--- src/rtl/core/swps_pkg.sv ---
// ----------------------------------------------------------------------------
// swps_pkg
// Types and codes shared by the shuttle wobble pulse sequencer modules.
// ----------------------------------------------------------------------------
`timescale 1ns / 1ps

package swps_pkg;

    localparam int POS_W  = 16;
    localparam int CFG_W  = 16;
    localparam int IDX_W  = 3;

    typedef enum logic [1:0] {
        MODE_TICK   = 2'd0,
        MODE_REPORT = 2'd1,
        MODE_START  = 2'd2,
        MODE_STOP   = 2'd3
    } mode_t;

    // Register indexes on the configuration port
    localparam logic [IDX_W-1:0] CFG_HIGH_THRESHOLD = 3'd0;
    localparam logic [IDX_W-1:0] CFG_LOW_THRESHOLD  = 3'd1;
    localparam logic [IDX_W-1:0] CFG_WOBBLE_LEG     = 3'd2;
    localparam logic [IDX_W-1:0] CFG_PULSE_TICKS    = 3'd3;
    localparam logic [IDX_W-1:0] CFG_DRIVE_ENABLE   = 3'd4;

    // Drive level codes, 2-bit two's complement
    localparam logic signed [1:0] LEVEL_OFF     = 2'sb00;
    localparam logic signed [1:0] LEVEL_FORWARD = 2'sb01;
    localparam logic signed [1:0] LEVEL_REVERSE = 2'sb11;

    typedef struct packed {
        mode_t                   mode;
        logic signed [POS_W-1:0] position;
    } item_t;

    typedef struct packed {
        logic signed [1:0] drive_level;
        logic              pulse_active;
    } result_t;

    typedef struct packed {
        logic signed [POS_W-1:0] high_threshold;
        logic signed [POS_W-1:0] low_threshold;
        logic [CFG_W-1:0]        wobble_leg_ticks;
        logic [CFG_W-1:0]        pulse_ticks;
        logic                    drive_enable;
    } cfg_t;

endpackage

--- src/rtl/core/shuttle_wobble_pulse_sequencer_core.sv ---
// ----------------------------------------------------------------------------
// Shuttle wobble pulse sequencer core
// Takes one item per cycle while not stalled (poll tick, position report,
// start, stop) and returns one drive result per item. Each accepted item
// updates the sequencer state and its result lands in the output register
// on the same edge; the sustained rate is one item per cycle while the output
// is not stalled, limited by the single next-state pass through swps_seq. The
// input is stalled only while the output register holds a result that the
// consumer is stalling. Configuration writes are always ready and must be
// made while the block is idle. Drive levels are -1, 0 or +1 in 2-bit
// two's complement; a disabled drive still sequences and reports pulses.
// ----------------------------------------------------------------------------
`timescale 1ns / 1ps

module shuttle_wobble_pulse_sequencer_core
    import swps_pkg::*;
#(
    parameter int COUNT_WIDTH = 16
)
(
    input  logic             clk,
    input  logic             rst_n,
    // item channel
    input  logic             item_valid,
    output logic             item_stall,
    input  item_t            item,
    // result channel
    output logic             result_valid,
    input  logic             result_stall,
    output result_t          result,
    // configuration write channel
    input  logic             cfg_valid,
    output logic             cfg_ready,
    input  logic [IDX_W-1:0] cfg_index,
    input  logic [CFG_W-1:0] cfg_data
);

    cfg_t    cfg_reg;
    logic    result_valid_reg, result_valid_next;
    result_t result_reg;
    result_t step_result;
    logic    item_xfer;

    // Input moves whenever the output slot is free or drains this cycle
    assign item_stall = result_valid_reg && result_stall;
    assign item_xfer  = item_valid && !item_stall;
    assign cfg_ready  = 1'b1;

    swps_seq #(
        .COUNT_WIDTH (COUNT_WIDTH)
    ) u_seq (
        .clk    (clk),
        .rst_n  (rst_n),
        .step   (item_xfer),
        .item   (item),
        .cfg    (cfg_reg),
        .result (step_result)
    );

    // Configuration registers; unknown indexes are dropped
    always_ff @(posedge clk or negedge rst_n)
    begin
        if (!rst_n)
        begin
            cfg_reg.high_threshold   <= 16'sd2560;
            cfg_reg.low_threshold    <= 16'sd0;
            cfg_reg.wobble_leg_ticks <= 16'd25;
            cfg_reg.pulse_ticks      <= 16'd50;
            cfg_reg.drive_enable     <= 1'b1;
        end
        else if (cfg_valid && cfg_ready)
        begin
            unique case (cfg_index)
                CFG_HIGH_THRESHOLD: cfg_reg.high_threshold   <= cfg_data;
                CFG_LOW_THRESHOLD:  cfg_reg.low_threshold    <= cfg_data;
                CFG_WOBBLE_LEG:     cfg_reg.wobble_leg_ticks <= cfg_data;
                CFG_PULSE_TICKS:    cfg_reg.pulse_ticks      <= cfg_data;
                CFG_DRIVE_ENABLE:   cfg_reg.drive_enable     <= cfg_data[0];
                default:
                begin
                end
            endcase
        end
    end

    // Output register: load on every item transfer, clear once taken
    always_comb
    begin
        priority if (item_xfer)
        begin
            result_valid_next = 1'b1;
        end
        else if (!result_stall)
        begin
            result_valid_next = 1'b0;
        end
        else
        begin
            result_valid_next = result_valid_reg;
        end
    end

    always_ff @(posedge clk or negedge rst_n)
    begin
        if (!rst_n)
        begin
            result_valid_reg <= 1'b0;
        end
        else
        begin
            result_valid_reg <= result_valid_next;
        end
    end

    always_ff @(posedge clk)
    begin
        if (item_xfer)
        begin
            result_reg <= step_result;
        end
    end

    assign result_valid = result_valid_reg;
    assign result       = result_reg;

endmodule

--- src/rtl/core/swps_seq.sv ---
// ----------------------------------------------------------------------------
// swps_seq
// Sequencer state and its combinational next-state logic for one item.
// ----------------------------------------------------------------------------
`timescale 1ns / 1ps

module swps_seq
    import swps_pkg::*;
#(
    parameter int COUNT_WIDTH = 16
)
(
    input  logic    clk,
    input  logic    rst_n,
    input  logic    step,
    input  item_t   item,
    input  cfg_t    cfg,
    output result_t result
);

    logic                    is_running_reg,       is_running_next;
    logic                    wobble_forward_reg,   wobble_forward_next;
    logic [COUNT_WIDTH-1:0]  wobble_count_reg,     wobble_count_next;
    logic [COUNT_WIDTH-1:0]  pulse_left_reg,       pulse_left_next;
    logic                    pulse_reverse_reg,    pulse_reverse_next;
    logic signed [POS_W-1:0] latest_position_reg,  latest_position_next;
    logic                    have_latest_reg,      have_latest_next;
    logic signed [POS_W-1:0] checked_position_reg, checked_position_next;
    logic                    checked_valid_reg,    checked_valid_next;

    logic [COUNT_WIDTH-1:0]  leg_len;
    logic [COUNT_WIDTH-1:0]  pulse_len;
    logic [COUNT_WIDTH-1:0]  pulse_dec;
    logic [COUNT_WIDTH-1:0]  count_inc;
    logic                    cross_up;
    logic                    cross_down;
    logic                    pulse_now;

    assign leg_len   = COUNT_WIDTH'(cfg.wobble_leg_ticks);
    assign pulse_len = (COUNT_WIDTH'(cfg.pulse_ticks) == '0) ? COUNT_WIDTH'(1)
                                                             : COUNT_WIDTH'(cfg.pulse_ticks);
    assign pulse_dec = pulse_left_reg - COUNT_WIDTH'(1);
    assign count_inc = wobble_count_reg + COUNT_WIDTH'(1);

    // Crossing test against the last checked position; up has priority
    assign cross_up   = have_latest_reg && checked_valid_reg
                     && (checked_position_reg < cfg.high_threshold)
                     && (latest_position_reg >= cfg.high_threshold);
    assign cross_down = have_latest_reg && checked_valid_reg && !cross_up
                     && (checked_position_reg > cfg.low_threshold)
                     && (latest_position_reg <= cfg.low_threshold);

    always_comb
    begin
        is_running_next       = is_running_reg;
        wobble_forward_next   = wobble_forward_reg;
        wobble_count_next     = wobble_count_reg;
        pulse_left_next       = pulse_left_reg;
        pulse_reverse_next    = pulse_reverse_reg;
        latest_position_next  = latest_position_reg;
        have_latest_next      = have_latest_reg;
        checked_position_next = checked_position_reg;
        checked_valid_next    = checked_valid_reg;
        pulse_now             = 1'b0;

        unique case (item.mode)
            MODE_TICK:
            begin
                if (is_running_reg)
                begin
                    if (pulse_left_reg != '0 && pulse_dec != '0)
                    begin
                        pulse_left_next = pulse_dec;
                    end
                    else
                    begin
                        // Crossing check, also on the tick that ends a pulse
                        if (have_latest_reg)
                        begin
                            checked_position_next = latest_position_reg;
                            checked_valid_next    = 1'b1;
                        end
                        pulse_now = cross_up || cross_down;
                        if (pulse_now)
                        begin
                            pulse_left_next    = pulse_len;
                            pulse_reverse_next = cross_down;
                        end
                        else
                        begin
                            pulse_left_next = '0;
                        end

                        if (pulse_left_reg != '0)
                        begin
                            wobble_forward_next = 1'b1;
                            wobble_count_next   = '0;
                        end
                        else if (!pulse_now)
                        begin
                            if (count_inc >= leg_len)
                            begin
                                wobble_forward_next = !wobble_forward_reg;
                                wobble_count_next   = '0;
                            end
                            else
                            begin
                                wobble_count_next = count_inc;
                            end
                        end
                    end
                end
            end
            MODE_REPORT:
            begin
                latest_position_next = item.position;
                have_latest_next     = 1'b1;
            end
            MODE_START:
            begin
                if (!is_running_reg)
                begin
                    is_running_next     = 1'b1;
                    wobble_forward_next = 1'b1;
                    wobble_count_next   = '0;
                    pulse_left_next     = '0;
                end
            end
            MODE_STOP:
            begin
                if (is_running_reg)
                begin
                    is_running_next = 1'b0;
                    pulse_left_next = '0;
                end
            end
            default:
            begin
            end
        endcase
    end

    // Result reflects the state after the item
    always_comb
    begin
        result.pulse_active = is_running_next && (pulse_left_next != '0);
        if (!is_running_next || !cfg.drive_enable)
        begin
            result.drive_level = LEVEL_OFF;
        end
        else if (result.pulse_active)
        begin
            result.drive_level = pulse_reverse_next ? LEVEL_REVERSE : LEVEL_FORWARD;
        end
        else
        begin
            result.drive_level = wobble_forward_next ? LEVEL_FORWARD : LEVEL_REVERSE;
        end
    end

    always_ff @(posedge clk or negedge rst_n)
    begin
        if (!rst_n)
        begin
            is_running_reg       <= 1'b0;
            wobble_forward_reg   <= 1'b1;
            wobble_count_reg     <= '0;
            pulse_left_reg       <= '0;
            pulse_reverse_reg    <= 1'b0;
            latest_position_reg  <= '0;
            have_latest_reg      <= 1'b0;
            checked_position_reg <= '0;
            checked_valid_reg    <= 1'b0;
        end
        else if (step)
        begin
            is_running_reg       <= is_running_next;
            wobble_forward_reg   <= wobble_forward_next;
            wobble_count_reg     <= wobble_count_next;
            pulse_left_reg       <= pulse_left_next;
            pulse_reverse_reg    <= pulse_reverse_next;
            latest_position_reg  <= latest_position_next;
            have_latest_reg      <= have_latest_next;
            checked_position_reg <= checked_position_next;
            checked_valid_reg    <= checked_valid_next;
        end
    end

endmodule

--- config.mk ---
export PLATFORM = sky130hd
export DESIGN_NAME = shuttle_wobble_pulse_sequencer_core
export DESIGN_NICKNAME = d
export VERILOG_FILES = /design/src/rtl/core/swps_pkg.sv /design/src/rtl/core/shuttle_wobble_pulse_sequencer_core.sv /design/src/rtl/core/swps_seq.sv
export SDC_FILE = /design/constraint.sdc
export NUM_CORES = 1
export LEC_CHECK = 0
export ABC_CLOCK_PERIOD_IN_PS = 4300
export BUFFER_PORTS_ARGS = -buffer_cell sky130_fd_sc_hd__buf_4
export CORE_ASPECT_RATIO = 1.25
export CORE_UTILIZATION = 50
export DETAILED_ROUTE_END_ITERATION = 8
export PLACE_DENSITY = 0.7
export SLEW_MARGIN = 15
export SYNTH_ARGS = -nofsm -noshare
export SYNTH_HDL_FRONTEND = slang
export SYNTH_SLANG_ARGS = --single-unit
export TNS_END_PERCENT = 20
--- constraint.sdc ---
create_clock -name clk -period 4.3 [get_ports clk]
set_input_delay 0.215 -clock clk [delete_from_list [all_inputs] [get_ports clk]]
set_output_delay 0.215 -clock clk [all_outputs]
set_load 0.02 [all_outputs]
==> results by group, run 1 <==
Flow run
  • Max Cap Viol: 0

Clock network
  • CTS tree: built
  • CTS buffer count: 17
  • CTS clk-pin slew, worst paths: 60 ps
  • CTS HTree Levels: 4
  • Clk buf depth: 2
  • CTS root buffer: clkbuf_16
  • Clock sink total: 138
  • Worst skew pair latency: 430 ps

Yosys
  • Post-synth EDFFs: 3
  • Sequential area share after synthesis: 0.404
  • Mapped Area: 8610 µm²
  • Primary FF master, synth: dfrtp_1
  • Post-synthesis cell count: 930
  • Post-synth ARST share: 0.978
  • Area contributors post-synth: dfrtp_1, ha_1, mux2_2
  • #FFs+latches synth: 138
  • Synth warn: 0
  • Synth area leader: dfrtp_1
  • Mean area per synthesized cell: 9.26 µm²
  • Commonest cells post-synth: dfrtp_1, nand2_1, o21ai_0
  • Top-count cell post-synth: dfrtp_1
  • Syn Nets: 1054
  • Post-synthesis cell type count: 72
  • Share of the synthesized area in the top cell type: 0.363

Detailed routing
  • Wire length per cell: 18.8 µm
  • First drt pass iteration count: 5
  • Vias: 7177
  • DRC viols: 0
  • Iteration-0 DRC Markers: 480
  • Post-route ant nets: 0
  • Avg Vias per Cell: 5.90
  • Detailed-route wire length: 22900 µm

STA
  • Final hold viol count: 0
  • Achievable Freq: 0.245 GHz
  • TNS Setup: 0 ps
  • Final setup skew: 12.5 ps
  • Relative max-transition margin: 0.291
  • RSZ-0062 raised after global routing: false
  • Worst-Margin Slew: 1060 ps
  • Final setup vio count: 0
  • Final hold slack: 9.26 ps
  • Minimum clock period: 4090 ps
  • Slew Limit Fails: 0
  • Tcrit/Tclk final: 0.951

Layout
  • Ratio of cells with drive above 1 in the final layout: 0.193
  • Max FFs per register: 65
  • Utilization after layout: 0.589
  • Nets: 1108
  • Area of the multi-input gates: 4700 µm²
  • N_diodes: 0
  • Area delta synth->final: 15.2%
  • Register Area: 3480 µm²
  • Fillers: 1469
  • Design Area, Final: 9920 µm²
  • Layout Cells excl Fill: 1217

Worst setup path
  • Critical path class: reg -> reg
  • Startpoint Class: flip-flop
  • R2R depth: 12
  • CP endpoint kind: flip-flop
  • CP Max Fanout: 3
  • Worst R2R End: result[2]
  • Reg2reg start: cfg_reg[60]
  • Setup crit start: cfg_reg[60]
  • Arr. time, crit path: 4360 ps
  • CP required: 4570 ps
  • FF-to-FF setup slack: 210 ps
  • Worst Setup EP: result[2]

Placed design
  • Hpwl dp: 16600 µm
  • RD Place Congestion: 1.01
  • Cells after DPL: 1183
  • Placed inst area: 9280 µm²
  • PortBufs: 46

Global routing
  • Total gr overflow: 0
  • Number of global-route vias before repair: 7177
  • Initial antenna violation count: 0
  • Largest net degree at the start of global routing: 109
  • First-pass GRT wire length: 37500 µm
  • Total GRT Usage: 0.274

Outcome
  • Status: complete, no violations

Floorplan
  • Die height: 149 µm
  • Initial core utilization: 0.511
  • Die area: 17800 µm²
  • Core box area: 16800 µm²
  • Die width: 119 µm
  • # rows: 53
  • Ports: 48

Worst hold path
  • Worst Hold Class: in -> reg

Power and ir drop
  • PD cells: 601 nW/µm²
  • Leakage: 4.69 nW
  • Worst VDD drop: 0.304 mV
[timing repair]
action | in CTS | in global routing
setup buffers | 0 | 0
endpoints found under the hold margin | 101 | 0
setup endpoints to repair | 0 | 2
hold buffers | 2 | 0
resized for setup | 0 | 3
[kinds of logic (layout without fill, tap and decap cells)]
kind of cell    after synthesis  after routing  synth area share
flops                       138            138             0.404
compound gates              222            222             0.157
other cells                   1              1          0.000436
fa+ha+maj                    82             82             0.119
mux                          55             55            0.0716
simple gates                298            298             0.176
buf+inv                     115            182            0.0525
xor+xnor                     19             19            0.0193
[power breakdown]
| part | internal, mW | total (mW) | switching [mW] |
|---|---|---|---|
| combinational | 1.08 | 2.60 | 1.53 |
| sequential | 1.59 | 1.84 | 0.246 |
| clock | 0.934 | 1.52 | 0.582 |
[layout make-up]
class	count	area share
clock buffers	20	0.0450
clock inverters	12	0.0164
inverters	74	0.0280
multi-input cells	677	0.474
flip-flops and latches	138	0.351
well taps	220	0.0277
repair buffers	76	0.0584
[cells in the final DEF (no fill, tap or decap), types with 4 or more instances in the layout]
cell	instances
a211oi_1	8
a21o_1	15
a21oi_1	40
a31oi_1	9
and3_1	7
buf_4	73
clkbuf_16	17
dfrtp_1	125
dfstp_2	10
ha_1	82
inv_1	73
mux2_2	53
nand2_1	119
nand2b_1	12
nand3_1	27
nand4_1	16
nor2_1	33
nor2b_1	12
nor3_1	19
nor4_1	10
o21a_1	4
o21ai_0	92
o21ai_1	5
o21ai_2	6
o22ai_1	7
o31ai_1	6
or3_1	6
or4_1	4
xnor2_1	8
xor2_1	11
[worst min-delay path by stage]
stage | cells past startpoint | to | start
2_1_floorplan | 0 | cfg_reg[10] | rst_n
3_3_place_gp | 1 | u_seq.wobble_count_reg[12] | rst_n
3_5_place_dp | 1 | u_seq.wobble_count_reg[12] | rst_n
4_1_cts | 2 | u_seq.latest_position_reg[10] | item[10]
5_1_grt | 2 | u_seq.latest_position_reg[9] | item[9]
6_report | 2 | u_seq.latest_position_reg[10] | item[10]
[stage by stage]
step                power [mW]  worst slack [ps]
global placement          4.34               272
finish                    5.96               212
floorplan                 3.53               183
detailed placement        4.36               184
CTS                       5.91               155
global route              6.31              5.83
[metal layers]
metal,up-vias,part of all wire,global-route usage
met2,236,0.49,0.465
met4,0,0.045,0.139
li1,3426,-,-
met3,80,0.047,0.0452
met1,3435,0.42,0.335
met5,-,0,0
[worst max-delay path, cell delays in order, from the launching register on]
cell,delay [ps]
dfstp_2,510
inv_1,70
ha_1,320
nand4_1,210
a2111oi_0,580
a311o_1,220
a21oi_1,90
o2bb2ai_1,160
and3_1,170
or4_1,520
or4_1,540
a211oi_2,310
mux2i_1,230
No activity file was read; power rests on OpenSTA's default activity.
==> run 2, diff against run 1 <==
Settings changed: CORE_MARGIN set to 2, CORE_UTILIZATION 50 to 56, PLACE_DENSITY 0.7 to 0.77.
==> run 2 against run 1 <==
  * Power is 0.67% higher
  * Largest cell class unchanged
  * Worst hold slack worse by 5.5 ps
  * Clock skew down 2.8 ps
  * Register-to-register slack improved by 40 ps
  * Flip-flop and latch count stayed put
  * Cell count fell by 3.3%
  * Sequential share of layout area increased by 0.20 points
  * Global-route usage up 2.6 points
  * Final area fell by 0.58%
  * Non-clock buffer count is 2 lower
  * Sequential power about the same
==> results by group, run 2 (synthesis gave the netlist of run 1 again) <==
Layout
  • Design Area, Final: 9860 µm² (-0.58%)
  • Ratio of cells with drive above 1 in the final layout: 0.193 (+0.000387)
  • Nets: 1106 (-0.18%)
  • Area of the multi-input gates: 4700 µm² (unchanged)
  • Register Area: 3480 µm² (unchanged)
  • Commonest cells after routing, fill and taps aside: dfrtp_1, nand2_1, o21ai_0
  • Fillers: 1212 (-17%)
  • N_diodes: 0 (unchanged)
  • Area delta synth->final: 14.5%
  • Most common cell after layout, fill and taps aside: dfrtp_1
  • Max FFs per register: 65 (unchanged)

Worst setup path
  • Arr. time, crit path: 4230 ps (-130 ps)
  • Startpoint Class: flip-flop
  • Critical path class: reg -> reg
  • CP endpoint kind: flip-flop
  • CP required: 4480 ps (-90 ps)
  • CP Max Fanout: 7 (+4)

STA
  • Minimum clock period: 4050 ps (-36.8 ps)
  • Worst-Margin Slew: 1160 ps (+103 ps)
  • Achievable Freq: 0.247 GHz (+0.91%)
  • Final setup vio count: 0 (unchanged)
  • TNS Setup: 0 ps (unchanged)
  • Slew Limit Fails: 0 (unchanged)
  • Relative max-transition margin: 0.223 (-0.0688)
  • Final setup skew: 9.77 ps (-2.75 ps)
  • Tcrit/Tclk final: 0.942 (-0.00857)
  • RSZ-0062 raised after global routing: false
  • Final hold viol count: 0 (unchanged)

Global routing
  • Total GRT Usage: 0.300 (+0.0261)
  • Number of global-route vias before repair: 7285 (+1.5%)
  • First-pass GRT wire length: 37600 µm (+0.41%)
  • Initial antenna violation count: 0 (unchanged)
  • Largest net degree at the start of global routing: 106 (-2.8%)
  • Total gr overflow: 0 (unchanged)

Clock network
  • CTS tree: built
  • Clk buf depth: 2 (unchanged)
  • CTS buffer count: 17 (unchanged)
  • CTS clk-pin slew, worst paths: 70 ps (about the same)
  • Worst skew pair latency: 440 ps (about the same)
  • CTS HTree Levels: 4 (unchanged)
  • CTS root buffer: clkbuf_16
  • Clock sink total: 138 (unchanged)

Floorplan
  • Core box area: 15000 µm² (-11%)
  • Die width: 115 µm (-3.7%)
  • Initial core utilization: 0.573 (+0.0623)
  • # rows: 50 (-5.7%)
  • Die height: 143 µm (-4.1%)
  • Ports: 48 (unchanged)
  • Die area: 16400 µm² (-7.7%)

Power and ir drop
  • Clock share of power: 0.258 (+0.004)
  • Leakage: 4.68 nW (-0.12%)
  • Sequential share of power: 0.307 (-0.002)
  • Sw Ratio: 0.402 (+0.00614)
  • Combinational share of power: 0.435 (-0.002)
  • P_int: 3.59 mW (-0.35%)
  • Sw power: 2.41 mW (+2.2%)
  • PD cells: 608 nW/µm² (+1.3%)
  • Worst VDD drop: 0.336 mV (+10%)

Placed design
  • Placed inst area: 9210 µm² (-0.67%)
  • PortBufs: 46 (unchanged)
  • Hpwl dp: 17100 µm (+2.9%)
  • RD Place Congestion: 1.01 (about the same)

Detailed routing
  • Post-route ant nets: 0 (unchanged)
  • Avg Vias per Cell: 6.14 (+4.1%)
  • Vias: 7229 (+0.72%)
  • Iteration-0 DRC Markers: 530 (+10%)
  • DRC viols: 0 (unchanged)
  • Detailed-route wire length: 23400 µm (+2.4%)
  • First drt pass iteration count: 6 (+1)
  • Wire length per cell: 19.9 µm (+5.9%)

Worst hold path
  • Worst Hold Class: in -> reg

Outcome
  • Status: complete, no violations

Flow run
  • Max Cap Viol: 0 (unchanged)
run 2: cell count changes in the layout (fill, tap and decap cells not counted):
cell      before  now
clkinv_4       3    2
inv_1         73   72
clkbuf_1       2    1
inv_8          0    2
buf_4         73   71
clkbuf_8       1    0
inv_2          0    1
inv_6          3    4
run 2: stage by stage:
stage	setup WS (ps)	power [mW]	std cells	hold WS, ps	util
floorplan	183	3.53	930	-80.6	-
global placement	279	4.31	1143	389	0.614
CTS	158	5.93	1177	1.68	0.656
detailed placement	186	4.36	1143	399	0.614
finish	249	6.00	1177	3.79	0.657
global route	15.5	6.35	1177	5.44	0.657
run 2: final cells by class:
class | instances | area share
multi-input combinational | 677 | 0.476
clock inverter | 14 | 0.0188
clock buffer | 18 | 0.0435
sequential | 138 | 0.353
inverter | 74 | 0.0282
tap | 182 | 0.0231
timing repair buffer | 74 | 0.0572
run 2: power by group through the flow:
| stage | Combinational, mW | Sequential [mW] | Clock, mW |
|---|---|---|---|
| final | 2.61 | 1.84 | 1.55 |
| after global routing | 2.88 | 1.87 | 1.61 |
| after CTS | 2.54 | 1.83 | 1.55 |
| after detailed placement | 2.51 | 1.85 | 0 |
| after global placement | 2.47 | 1.84 | 0 |
| after floorplan | 1.78 | 1.75 | 0 |
run 2: repair_timing:
action	4_1_cts	5_1_grt
setup buffers	0	0
resized for setup	0	4
endpoints found under the hold margin	97	0
hold buffers	2	0
setup endpoints to repair	0	2
run 2: per-layer routing:
layer / vias up / routed length (µm) / global-route usage
li1: 3423 / - / -
met1: 3454 / 9450 / 0.364
met2: 271 / 11600 / 0.514
met3: 81 / 1250 / 0.0484
met4: 0 / 1060 / 0.150
met5: - / 0 / 0
run 2: path summary, 6_finish.rpt:
kind	startpoint	endpoint	slack (ps)	cells after the start
worst min register to register	u_seq.checked_valid_reg	u_seq.checked_valid_reg	480	1
min in group asynchronous	rst_n	u_seq.latest_position_reg[0]	420	2
worst max-delay path	u_seq.pulse_left_reg[6]	result[2]	250	11
worst min-delay path	item[3]	u_seq.latest_position_reg[3]	4	2
worst max register to register	u_seq.pulse_left_reg[6]	result[2]	250	11
max in group asynchronous	rst_n	cfg_reg[5]	2780	3
run 2: critical path, stage by stage (launching register included):
cell and delay (ps):
dfrtp_1 460, or4_4 550, nor4_4 300, xnor2_1 270, nand3_2 140, nor3_2 250
nor4b_1 80, a211o_1 300, or4_1 470, or4_1 550, a211oi_2 300, mux2i_1 110
